[src/hw/rtl/itfmt_pkg.sv]
// Shared types, constants and digit character function of the integer formatter.
`default_nettype none

package itfmt_pkg;

  localparam int NUM_BITS    = 64;
  localparam int MAX_WIDTH   = 63;
  localparam int DIGIT_SLOTS = 24;
  localparam int DEC_DIGITS  = 20;
  localparam int OCT_DIGITS  = 22;
  localparam int HEX_DIGITS  = 16;
  localparam int FIFO_DEPTH  = 2;

  localparam logic [1:0] RADIX_OCT = 2'd1;
  localparam logic [1:0] RADIX_HEX = 2'd2;

  localparam logic [7:0] CH_SPACE = 8'h20;
  localparam logic [7:0] CH_PLUS  = 8'h2B;
  localparam logic [7:0] CH_MINUS = 8'h2D;
  localparam logic [7:0] CH_ZERO  = 8'h30;
  localparam logic [7:0] CH_A_UP  = 8'h41;
  localparam logic [7:0] CH_A_LO  = 8'h61;
  localparam logic [7:0] CH_X_UP  = 8'h58;
  localparam logic [7:0] CH_X_LO  = 8'h78;

  typedef struct packed {
    logic [NUM_BITS-1:0] number;
    logic                signed_mode;
    logic [1:0]          radix_sel;
    logic                upper_digits;
    logic                show_sign;
    logic                sign_space;
    logic                align_left;
    logic                radix_prefix;
    logic                zero_pad;
    logic [5:0]          field_width;
  } in_beat_t;

  typedef struct packed {
    logic [7:0] text_byte;
    logic       final_byte;
  } out_beat_t;

  typedef logic [DIGIT_SLOTS-1:0][3:0] digit_vec_t;

  // One converted number with everything the emitter needs.
  typedef struct packed {
    digit_vec_t digits;
    logic [4:0] ndig;
    logic       has_sign;
    logic [7:0] sign_char;
    logic [1:0] npfx;
    logic       upper;
    logic       left;
    logic       zpad;
    logic [5:0] pad;
  } cmd_t;

  function automatic logic [7:0] digit_char(input logic [3:0] d, input logic up);
    logic [7:0] c;
    if (d < 4'd10) begin
      c = CH_ZERO + 8'(d);
    end else if (up) begin
      c = CH_A_UP + 8'(d) - 8'd10;
    end else begin
      c = CH_A_LO + 8'(d) - 8'd10;
    end
    return c;
  endfunction

endpackage

`default_nettype wire

[src/hw/rtl/itfmt_front.sv]
// Front end: takes a number, builds its digit string and formatting command.
`default_nettype none

module itfmt_front (
  input  wire logic                clk,
  input  wire logic                rst_n,
  input  wire logic                in_push,
  output logic                     in_full,
  input  wire itfmt_pkg::in_beat_t in_beat,
  output logic                     q_push,
  input  wire logic                q_full,
  output itfmt_pkg::cmd_t          q_data
);

  localparam logic [1:0] S_IDLE = 2'd0;
  localparam logic [1:0] S_CONV = 2'd1;
  localparam logic [1:0] S_PUSH = 2'd2;

  localparam logic [1:0] RADIX_SEL_OCT = itfmt_pkg::RADIX_OCT;
  localparam logic [1:0] RADIX_SEL_HEX = itfmt_pkg::RADIX_HEX;

  localparam int BCD_BITS = itfmt_pkg::DEC_DIGITS * 4;
  localparam int PAD_BITS = (itfmt_pkg::DIGIT_SLOTS - itfmt_pkg::DEC_DIGITS) * 4;
  localparam int OCT_BITS = itfmt_pkg::OCT_DIGITS * 3;

  logic [1:0]                     state_r, state_nxt;
  itfmt_pkg::in_beat_t            opt_r, opt_nxt;
  logic                           negative_r, negative_nxt;
  logic                           nonzero_r, nonzero_nxt;
  logic [itfmt_pkg::NUM_BITS-1:0] bin_r, bin_nxt;
  itfmt_pkg::digit_vec_t          dig_r, dig_nxt;
  logic [5:0]                     cnt_r, cnt_nxt;

  logic                           accept;
  logic                           neg_in;
  logic [itfmt_pkg::NUM_BITS-1:0] mag;
  logic [OCT_BITS-1:0]            mag_oct;
  logic [BCD_BITS-1:0]            bcd_adj;
  logic [BCD_BITS-1:0]            bcd_shift;
  logic [4:0]                     ndig;
  logic [1:0]                     npfx;
  logic [5:0]                     body;
  logic [5:0]                     width;

  assign in_full = (state_r != S_IDLE);
  assign accept  = in_push && !in_full;
  assign neg_in  = in_beat.signed_mode && in_beat.number[itfmt_pkg::NUM_BITS-1];
  assign mag     = neg_in ? (~in_beat.number + 1'b1) : in_beat.number;
  assign mag_oct = OCT_BITS'(mag);

  // Double dabble: adjust every BCD digit, then shift one binary bit in.
  always_comb begin
    for (int i = 0; i < itfmt_pkg::DEC_DIGITS; i++) begin
      bcd_adj[4*i +: 4] = (dig_r[i] >= 4'd5) ? dig_r[i] + 4'd3 : dig_r[i];
    end
    bcd_shift = {bcd_adj[BCD_BITS-2:0], bin_r[itfmt_pkg::NUM_BITS-1]};
  end

  // Digit count, prefix length and padding for the command.
  always_comb begin
    ndig = 5'd1;
    for (int i = 0; i < itfmt_pkg::DIGIT_SLOTS; i++) begin
      if (dig_r[i] != 4'd0) begin
        ndig = 5'(i + 1);
      end
    end
    npfx = 2'd0;
    if (opt_r.radix_prefix && nonzero_r) begin
      unique case (opt_r.radix_sel)
        RADIX_SEL_OCT: npfx = 2'd1;
        RADIX_SEL_HEX: npfx = 2'd2;
        default:       npfx = 2'd0;
      endcase
    end
    body  = 6'(npfx) + 6'(ndig);
    width = (opt_r.field_width > 6'(itfmt_pkg::MAX_WIDTH)) ?
            6'(itfmt_pkg::MAX_WIDTH) : opt_r.field_width;
  end

  always_comb begin
    q_data.digits    = dig_r;
    q_data.ndig      = ndig;
    q_data.has_sign  = negative_r || opt_r.show_sign;
    q_data.sign_char = negative_r ? itfmt_pkg::CH_MINUS :
                       (opt_r.sign_space ? itfmt_pkg::CH_SPACE : itfmt_pkg::CH_PLUS);
    q_data.npfx      = npfx;
    q_data.upper     = opt_r.upper_digits;
    q_data.left      = opt_r.align_left;
    q_data.zpad      = opt_r.zero_pad;
    q_data.pad       = (width > body) ? width - body : 6'd0;
  end

  assign q_push = (state_r == S_PUSH) && !q_full;

  always_comb begin
    state_nxt    = state_r;
    opt_nxt      = opt_r;
    negative_nxt = negative_r;
    nonzero_nxt  = nonzero_r;
    bin_nxt      = bin_r;
    dig_nxt      = dig_r;
    cnt_nxt      = cnt_r;
    unique case (state_r)
      S_IDLE: begin
        if (accept) begin
          opt_nxt      = in_beat;
          negative_nxt = neg_in;
          nonzero_nxt  = (in_beat.number != '0);
          bin_nxt      = mag;
          cnt_nxt      = 6'd0;
          dig_nxt      = '0;
          unique case (in_beat.radix_sel)
            RADIX_SEL_OCT: begin
              for (int i = 0; i < itfmt_pkg::OCT_DIGITS; i++) begin
                dig_nxt[i] = {1'b0, mag_oct[3*i +: 3]};
              end
              state_nxt = S_PUSH;
            end
            RADIX_SEL_HEX: begin
              for (int i = 0; i < itfmt_pkg::HEX_DIGITS; i++) begin
                dig_nxt[i] = mag[4*i +: 4];
              end
              state_nxt = S_PUSH;
            end
            default: begin
              // Decimal, and the unused selector code, go through conversion.
              state_nxt = S_CONV;
            end
          endcase
        end
      end
      S_CONV: begin
        dig_nxt = itfmt_pkg::digit_vec_t'({{PAD_BITS{1'b0}}, bcd_shift});
        bin_nxt = {bin_r[itfmt_pkg::NUM_BITS-2:0], 1'b0};
        cnt_nxt = cnt_r + 6'd1;
        if (cnt_r == 6'(itfmt_pkg::NUM_BITS - 1)) begin
          state_nxt = S_PUSH;
        end
      end
      S_PUSH: begin
        if (!q_full) begin
          state_nxt = S_IDLE;
        end
      end
      default: begin
        state_nxt = S_IDLE;
      end
    endcase
  end

  always_ff @(posedge clk) begin
    if (!rst_n) begin
      state_r <= S_IDLE;
    end else begin
      state_r <= state_nxt;
    end
    opt_r      <= opt_nxt;
    negative_r <= negative_nxt;
    nonzero_r  <= nonzero_nxt;
    bin_r      <= bin_nxt;
    dig_r      <= dig_nxt;
    cnt_r      <= cnt_nxt;
  end

endmodule

`default_nettype wire

[src/hw/rtl/itfmt_fifo.sv]
// Short command queue between the converter and the byte emitter.
`default_nettype none

module itfmt_fifo (
  input  wire logic            clk,
  input  wire logic            rst_n,
  input  wire logic            push,
  input  wire itfmt_pkg::cmd_t push_data,
  output logic                 full,
  input  wire logic            pop,
  output itfmt_pkg::cmd_t      pop_data,
  output logic                 empty
);

  localparam int PTR_W = (itfmt_pkg::FIFO_DEPTH > 1) ? $clog2(itfmt_pkg::FIFO_DEPTH) : 1;
  localparam int CNT_W = $clog2(itfmt_pkg::FIFO_DEPTH + 1);

  itfmt_pkg::cmd_t  mem_r [itfmt_pkg::FIFO_DEPTH];
  logic [PTR_W-1:0] wr_ptr_r, wr_ptr_nxt;
  logic [PTR_W-1:0] rd_ptr_r, rd_ptr_nxt;
  logic [CNT_W-1:0] cnt_r, cnt_nxt;
  logic             do_push;
  logic             do_pop;

  assign full     = (cnt_r == CNT_W'(itfmt_pkg::FIFO_DEPTH));
  assign empty    = (cnt_r == '0);
  assign do_push  = push && !full;
  assign do_pop   = pop && !empty;
  assign pop_data = mem_r[rd_ptr_r];

  always_comb begin
    wr_ptr_nxt = wr_ptr_r;
    rd_ptr_nxt = rd_ptr_r;
    cnt_nxt    = cnt_r;
    if (do_push) begin
      wr_ptr_nxt = (wr_ptr_r == PTR_W'(itfmt_pkg::FIFO_DEPTH - 1)) ? '0 : wr_ptr_r + 1'b1;
    end
    if (do_pop) begin
      rd_ptr_nxt = (rd_ptr_r == PTR_W'(itfmt_pkg::FIFO_DEPTH - 1)) ? '0 : rd_ptr_r + 1'b1;
    end
    if (do_push && !do_pop) begin
      cnt_nxt = cnt_r + 1'b1;
    end else if (do_pop && !do_push) begin
      cnt_nxt = cnt_r - 1'b1;
    end
  end

  always_ff @(posedge clk) begin
    if (!rst_n) begin
      wr_ptr_r <= '0;
      rd_ptr_r <= '0;
      cnt_r    <= '0;
    end else begin
      wr_ptr_r <= wr_ptr_nxt;
      rd_ptr_r <= rd_ptr_nxt;
      cnt_r    <= cnt_nxt;
    end
    if (do_push) begin
      mem_r[wr_ptr_r] <= push_data;
    end
  end

endmodule

`default_nettype wire

[src/hw/rtl/itfmt_back.sv]
// Back end: walks the sections of a formatted number, a byte per unstalled cycle.
`default_nettype none

module itfmt_back (
  input  wire logic                 clk,
  input  wire logic                 rst_n,
  input  wire logic                 q_empty,
  output logic                      q_pop,
  input  wire itfmt_pkg::cmd_t      q_data,
  output logic                      out_empty,
  input  wire logic                 out_pop,
  output itfmt_pkg::out_beat_t      out_beat
);

  // Sections in output order; empty ones are skipped.
  localparam logic [2:0] P_SIGN = 3'd0;
  localparam logic [2:0] P_LPAD = 3'd1;
  localparam logic [2:0] P_PFX0 = 3'd2;
  localparam logic [2:0] P_PFXX = 3'd3;
  localparam logic [2:0] P_ZPAD = 3'd4;
  localparam logic [2:0] P_DIG  = 3'd5;
  localparam logic [2:0] P_RPAD = 3'd6;
  localparam int         NUM_PHASES = 7;

  function automatic logic [5:0] phase_len(input itfmt_pkg::cmd_t c, input logic [2:0] p);
    logic [5:0] len;
    unique case (p)
      P_SIGN:  len = 6'(c.has_sign);
      P_LPAD:  len = (!c.left && !c.zpad) ? c.pad : 6'd0;
      P_PFX0:  len = (c.npfx != 2'd0) ? 6'd1 : 6'd0;
      P_PFXX:  len = (c.npfx == 2'd2) ? 6'd1 : 6'd0;
      P_ZPAD:  len = (!c.left && c.zpad) ? c.pad : 6'd0;
      P_DIG:   len = 6'(c.ndig);
      P_RPAD:  len = c.left ? c.pad : 6'd0;
      default: len = 6'd0;
    endcase
    return len;
  endfunction

  function automatic logic [2:0] first_from(input itfmt_pkg::cmd_t c, input logic [3:0] from);
    logic [2:0] ph;
    logic       found;
    ph    = P_RPAD;
    found = 1'b0;
    for (int k = 0; k < NUM_PHASES; k++) begin
      if (!found && (4'(k) >= from) && (phase_len(c, 3'(k)) != 6'd0)) begin
        ph    = 3'(k);
        found = 1'b1;
      end
    end
    return ph;
  endfunction

  logic                 busy_r, busy_nxt;
  itfmt_pkg::cmd_t      cmd_r, cmd_nxt;
  logic [2:0]           phase_r, phase_nxt;
  logic [5:0]           rem_r, rem_nxt;
  logic [6:0]           tot_r, tot_nxt;
  logic                 out_valid_r, out_valid_nxt;
  itfmt_pkg::out_beat_t out_beat_r, out_beat_nxt;

  logic                 emit;
  logic [2:0]           load_phase;
  logic [2:0]           step_phase;
  logic [4:0]           dig_idx;
  logic [7:0]           cur_char;

  assign q_pop      = !busy_r && !q_empty;
  assign emit       = busy_r && (!out_valid_r || out_pop);
  assign load_phase = first_from(q_data, 4'd0);
  assign step_phase = first_from(cmd_r, {1'b0, phase_r} + 4'd1);
  assign dig_idx    = 5'(rem_r - 6'd1);
  assign out_empty  = !out_valid_r;
  assign out_beat   = out_beat_r;

  always_comb begin
    unique case (phase_r) inside
      P_SIGN:         cur_char = cmd_r.sign_char;
      P_LPAD, P_RPAD: cur_char = itfmt_pkg::CH_SPACE;
      P_PFX0, P_ZPAD: cur_char = itfmt_pkg::CH_ZERO;
      P_PFXX:         cur_char = cmd_r.upper ? itfmt_pkg::CH_X_UP : itfmt_pkg::CH_X_LO;
      P_DIG:          cur_char = itfmt_pkg::digit_char(cmd_r.digits[dig_idx], cmd_r.upper);
      default:        cur_char = itfmt_pkg::CH_SPACE;
    endcase
  end

  always_comb begin
    busy_nxt      = busy_r;
    cmd_nxt       = cmd_r;
    phase_nxt     = phase_r;
    rem_nxt       = rem_r;
    tot_nxt       = tot_r;
    out_valid_nxt = out_valid_r;
    out_beat_nxt  = out_beat_r;
    if (out_pop && out_valid_r) begin
      out_valid_nxt = 1'b0;
    end
    if (q_pop) begin
      busy_nxt  = 1'b1;
      cmd_nxt   = q_data;
      phase_nxt = load_phase;
      rem_nxt   = phase_len(q_data, load_phase);
      tot_nxt   = 7'(q_data.has_sign) + 7'(q_data.pad) + 7'(q_data.npfx) + 7'(q_data.ndig);
    end
    if (emit) begin
      out_valid_nxt           = 1'b1;
      out_beat_nxt.text_byte  = cur_char;
      out_beat_nxt.final_byte = (tot_r == 7'd1);
      tot_nxt                 = tot_r - 7'd1;
      if (tot_r == 7'd1) begin
        busy_nxt = 1'b0;
      end
      if (rem_r == 6'd1) begin
        phase_nxt = step_phase;
        rem_nxt   = phase_len(cmd_r, step_phase);
      end else begin
        rem_nxt = rem_r - 6'd1;
      end
    end
  end

  always_ff @(posedge clk) begin
    if (!rst_n) begin
      busy_r      <= 1'b0;
      out_valid_r <= 1'b0;
    end else begin
      busy_r      <= busy_nxt;
      out_valid_r <= out_valid_nxt;
    end
    cmd_r      <= cmd_nxt;
    phase_r    <= phase_nxt;
    rem_r      <= rem_nxt;
    tot_r      <= tot_nxt;
    out_beat_r <= out_beat_nxt;
  end

endmodule

`default_nettype wire

[src/hw/rtl/integer_to_ascii_formatter_top.sv]
// Top level of the printf-style integer to ASCII formatter.
`default_nettype none

// Each input beat carries one 64-bit number and its printf-style options; the
// block answers with the formatted text, one ASCII character per output beat,
// and sets final_byte on the last character of that number. Every number gives
// at least one beat and at most 64. The front end converts the number: a
// decimal conversion runs a double-dabble loop that shifts in one binary bit
// per cycle, and the input side takes no new number until the result has been
// handed over; octal and hex digits are bit slices and go straight from the
// accept to the hand-over, which waits while the command queue is full.
// A two-entry command queue sits between the converter and the emitter, so the
// next number is taken and converted while the previous one is still being
// written out. The emitter loads a command and then produces one character per
// cycle while the output side keeps popping. Sustained throughput is therefore
// set by the slower of the conversion and the character output.
// The oldest character waits in an output register, so a stalled reader never
// stops the conversion of later numbers until the queue fills.
module integer_to_ascii_formatter_top (
  input  wire logic                 clk,
  input  wire logic                 rst_n,
  input  wire logic                 in_push,
  output logic                      in_full,
  input  wire itfmt_pkg::in_beat_t  in_beat,
  output logic                      out_empty,
  input  wire logic                 out_pop,
  output itfmt_pkg::out_beat_t      out_beat
);

  logic            q_push;
  logic            q_full;
  logic            q_pop;
  logic            q_empty;
  itfmt_pkg::cmd_t q_wdata;
  itfmt_pkg::cmd_t q_rdata;

  // Converter: magnitude, digits, prefix and padding for each number.
  itfmt_front u_front (
    .clk     (clk),
    .rst_n   (rst_n),
    .in_push (in_push),
    .in_full (in_full),
    .in_beat (in_beat),
    .q_push  (q_push),
    .q_full  (q_full),
    .q_data  (q_wdata)
  );

  // Decouples conversion from character output.
  itfmt_fifo u_fifo (
    .clk       (clk),
    .rst_n     (rst_n),
    .push      (q_push),
    .push_data (q_wdata),
    .full      (q_full),
    .pop       (q_pop),
    .pop_data  (q_rdata),
    .empty     (q_empty)
  );

  // Emitter: sign, padding, prefix and digits in printf order.
  itfmt_back u_back (
    .clk       (clk),
    .rst_n     (rst_n),
    .q_empty   (q_empty),
    .q_pop     (q_pop),
    .q_data    (q_rdata),
    .out_empty (out_empty),
    .out_pop   (out_pop),
    .out_beat  (out_beat)
  );

endmodule

`default_nettype wire

[config.mk]
export PLATFORM = sky130hd
export DESIGN_NAME = integer_to_ascii_formatter_top
export DESIGN_NICKNAME = d
export VERILOG_FILES = /design/src/hw/rtl/itfmt_pkg.sv /design/src/hw/rtl/itfmt_front.sv /design/src/hw/rtl/itfmt_fifo.sv /design/src/hw/rtl/itfmt_back.sv /design/src/hw/rtl/integer_to_ascii_formatter_top.sv
export SDC_FILE = /design/constraint.sdc
export NUM_CORES = 1
export LEC_CHECK = 0
export BUFFER_PORTS_ARGS = -buffer_cell sky130_fd_sc_hd__buf_2
export CORE_AREA = 2 2 219 221
export CTS_CLUSTER_SIZE = 10
export DETAILED_ROUTE_END_ITERATION = 7
export DIE_AREA = 0 0 221 223
export GPL_TIMING_DRIVEN = 0
export PLACE_DENSITY_LB_ADDON = 0.1
export SLEW_MARGIN = 25
export SYNTH_ARGS = -nofsm -noshare
export SYNTH_HDL_FRONTEND = slang
export SYNTH_SLANG_ARGS = --single-unit
[constraint.sdc]
create_clock -name clk -period 9.1 [get_ports clk]
set_input_delay 0.91 -clock clk [delete_from_list [all_inputs] [get_ports clk]]
set_output_delay 0.91 -clock clk [all_outputs]
set_load 0.02 [all_outputs]
==> run metrics <==
outcome=complete, no violations; NumNets Final=2295; initial antenna violation count=1; initial core utilization=0.531; die height=223 µm; Worst path depth=20; Buffers & Inverters on Critical Path=2; CTS tree=yes; Final Max Tran Viols=0; H-Tree Depth=2; worst hold path type=flop to flop; reg2reg setup slack=3.86 ns; Setup CP Type=flop to flop; Reg2Reg Depth=20; period utilization=0.576; register area share after synthesis=0.612; syn nets=2125; pwr/cell area=271 nW/µm²; peak supply drop=0.170 mV; cts repair resizes=0; Inserted Diodes=0; pre-CTS setup slack=3.46 ns; Post-synth EDFFs=503; final-report hold violation count=0; Setup Fix Bufs, Post-CTS=0; worst-path cell chain=inv_1 > ha_1 > nor3b_1 > o21ai_0 > a21oi_1 > o21ai_0 > a21oi_1 > o211ai_1 > a21oi_1 > ha_1 > inv_1 > fa_1 > xor2_1 > ha_1 > nand3_1 > nand2_1 > a21o_1 > a21o_1 > o21ai_0 > nor2_1; num rows=80; CTS root buffer=clkbuf_16; CP max stage delay=0.56 ns; fillers=3727; drt drc=0; Crit path required time=9.43 ns; minimum clock period=5.24 ns; CP max-delay cell=a21oi_1; Die Area=49300 µm²; Wirelength per Cell=22.6 µm; Via density=6.00; largest net degree at the start of global routing=60; ys flop type=edfxtp_1; Post-Syn Area=25100 µm²; final worst slack=3.86 ns; timing endpoint of the critical path=u_fifo.mem_r[0][2]; Max Cap Violations=0; hold-fix buffers at CTS=0; Post-Route WL=62.9 mm; worst reg2reg path endpoint=u_fifo.mem_r[0][2]; Syn-to-layout area delta=13.1%; 1st-iter DRT viols=1698; Worst-Margin Slew=0.995 ns; Longest Clk Path Bufs=3; core area=47100 µm²; Synth warnings=0; port buffer count=91; Async S/R FF share, synth=0; post-synthesis cell count=1963; Total GRT Usage=0.254; post-route ant nets=0; total CTS buffers=58; worst hold slack=0.475 ns; worst-skew pair later-pin latency=0.61 ns; Setup Viol. Count Final=0; Mapped Avg Cell Area=12.8 µm²; unique cell type count in the Yosys netlist=78; RSZ-0062 raised after global routing=false; FF+latch count, synth=515; Boundary Pins=94; placed insts=2687; CP Capture Type=flop; layout cell share with drive strength beyond 1=0.157; CP arrival=5.57 ns; crit-path max FO=5; # clock sinks=515; max frequency=191 MHz; routed via count=16.7k; Post-Layout Cell Count=2781; first-pass GRT wire length=95.1 mm; worst flop-to-flop path startpoint=u_front.q_data[37]; Setup crit start kind=flop; Max-slew headroom=0.337; Lkg Pwr=9.81 nW; Fin Setup TNS=0 ns; skew final=0.0200 ns; grt ovf=0; Crit. Startpoint=u_front.q_data[37]; clock-pin slew on the worst setup and hold paths=0.05 ns; delay-heaviest family, CP=compound AO/OA/AOI/OAI gates; DR pass1 iterations=8; Placer Congestion=0.908; hpwl dp=45.9 mm; vias in the first global route=16.3k; Die Wd=221 µm
==> cell families after synthesis <==
logic type                 count (synthesis)  share of synthesized area
AOI/OAI and AO/OA                        448                      0.112
xor gates and xnor gates                 112                     0.0392
adders and majority gates                 79                     0.0410
buffers and inverters                    161                     0.0250
DFF                                      515                      0.612
muxes                                    130                     0.0673
other                                      2                   0.000300
and+or+nand+nor                          516                      0.103
==> synth_stat cells, drive strengths merged, types with 35 or more instances <==
cell type	instances	area, µm²
a21oi	164	821
clkbuf	66	248
edfxtp	503	15100
ha	74	926
inv	82	308
mux2	107	1200
nand2	101	379
nand2b	35	219
nor2	197	739
nor3b	39	298
o21ai	85	425
o22ai	47	294
xnor2	59	517
xor2	53	464
==> sequential cells by signal, summed over array words and instances, names as in the netlist, 3 cells and up, named ones only <==
register,count
u_back.cmd_r,104
u_back.out_beat,8
u_back.phase_r,3
u_back.rem_r,6
u_back.tot_r,7
u_fifo.mem_r,208
u_front.bin_r,64
u_front.cnt_r,6
u_front.opt_r,11
u_front.q_data,87
==> per-stage QoR <==
step / total power [mW] / utilization / cell area [µm²]
2_1_floorplan: 4.89 / - / 25100
3_3_place_gp: 5.61 / 0.557 / 26300
3_5_place_dp: 5.66 / 0.566 / 26700
4_1_cts: 7.73 / 0.601 / 28300
6_report: 7.69 / 0.601 / 28300
5_1_grt: 8.06 / 0.601 / 28300
==> placed cells by master (no fill, tap or decap), drive strengths merged, types with 47 or more instances in the layout <==
| cell | netlist | layout |
|---|---|---|
| nand2 | 101 | 101 |
| nor2 | 197 | 197 |
| mux2 | 107 | 107 |
| buf | 13 | 122 |
| o22ai | 47 | 47 |
| inv | 82 | 84 |
| clkbuf | 66 | 154 |
| o21ai | 85 | 85 |
| ha | 74 | 74 |
| edfxtp | 503 | 503 |
| xnor2 | 59 | 59 |
| a21oi | 164 | 164 |
| xor2 | 53 | 53 |
==> cell type report <==
cell class	instances	area, µm²	area share
inverters	82	313	0.0110
clock inverters	6	46.3	0.00163
plain buffers	79	319	0.0113
well taps	615	769	0.0272
flip-flops and latches	515	15300	0.542
repair buffers	110	862	0.0304
multi-input cells	1287	9110	0.322
clock buffers	87	1570	0.0554
==> report_power, final <==
group | internal (mW) | leakage [nW] | switching, mW
Sequential | 3.20 | 4.87 | 0.246
Combinational | 0.857 | 4.16 | 1.32
Clock | 1.17 | 0.778 | 0.890
==> worst min-delay path by stage <==
stage                     slack (ns)  cells past startpoint                 end               from
after CTS                       0.44                      1    u_front.opt_r[5]         in_beat[5]
after detailed placement        0.47                      0  u_fifo.mem_r[0][8]  u_front.q_data[8]
after global placement          0.43                      0  u_fifo.mem_r[1][8]  u_front.q_data[8]
final                           0.47                      0  u_fifo.mem_r[0][8]  u_front.q_data[8]
after global routing            0.45                      1    u_front.opt_r[2]         in_beat[2]
after floorplan                 0.42                      0  u_fifo.mem_r[0][6]  u_front.q_data[6]
==> per-layer routing <==
layer	GRT usage	vias up	routed length, µm
li1	-	7755	-
met3	0.0319	112	3300
met1	0.345	8271	27300
met5	0	-	0
met4	0.0870	0	2030
met2	0.423	547	30300
(Power assumes the default switching activity.)
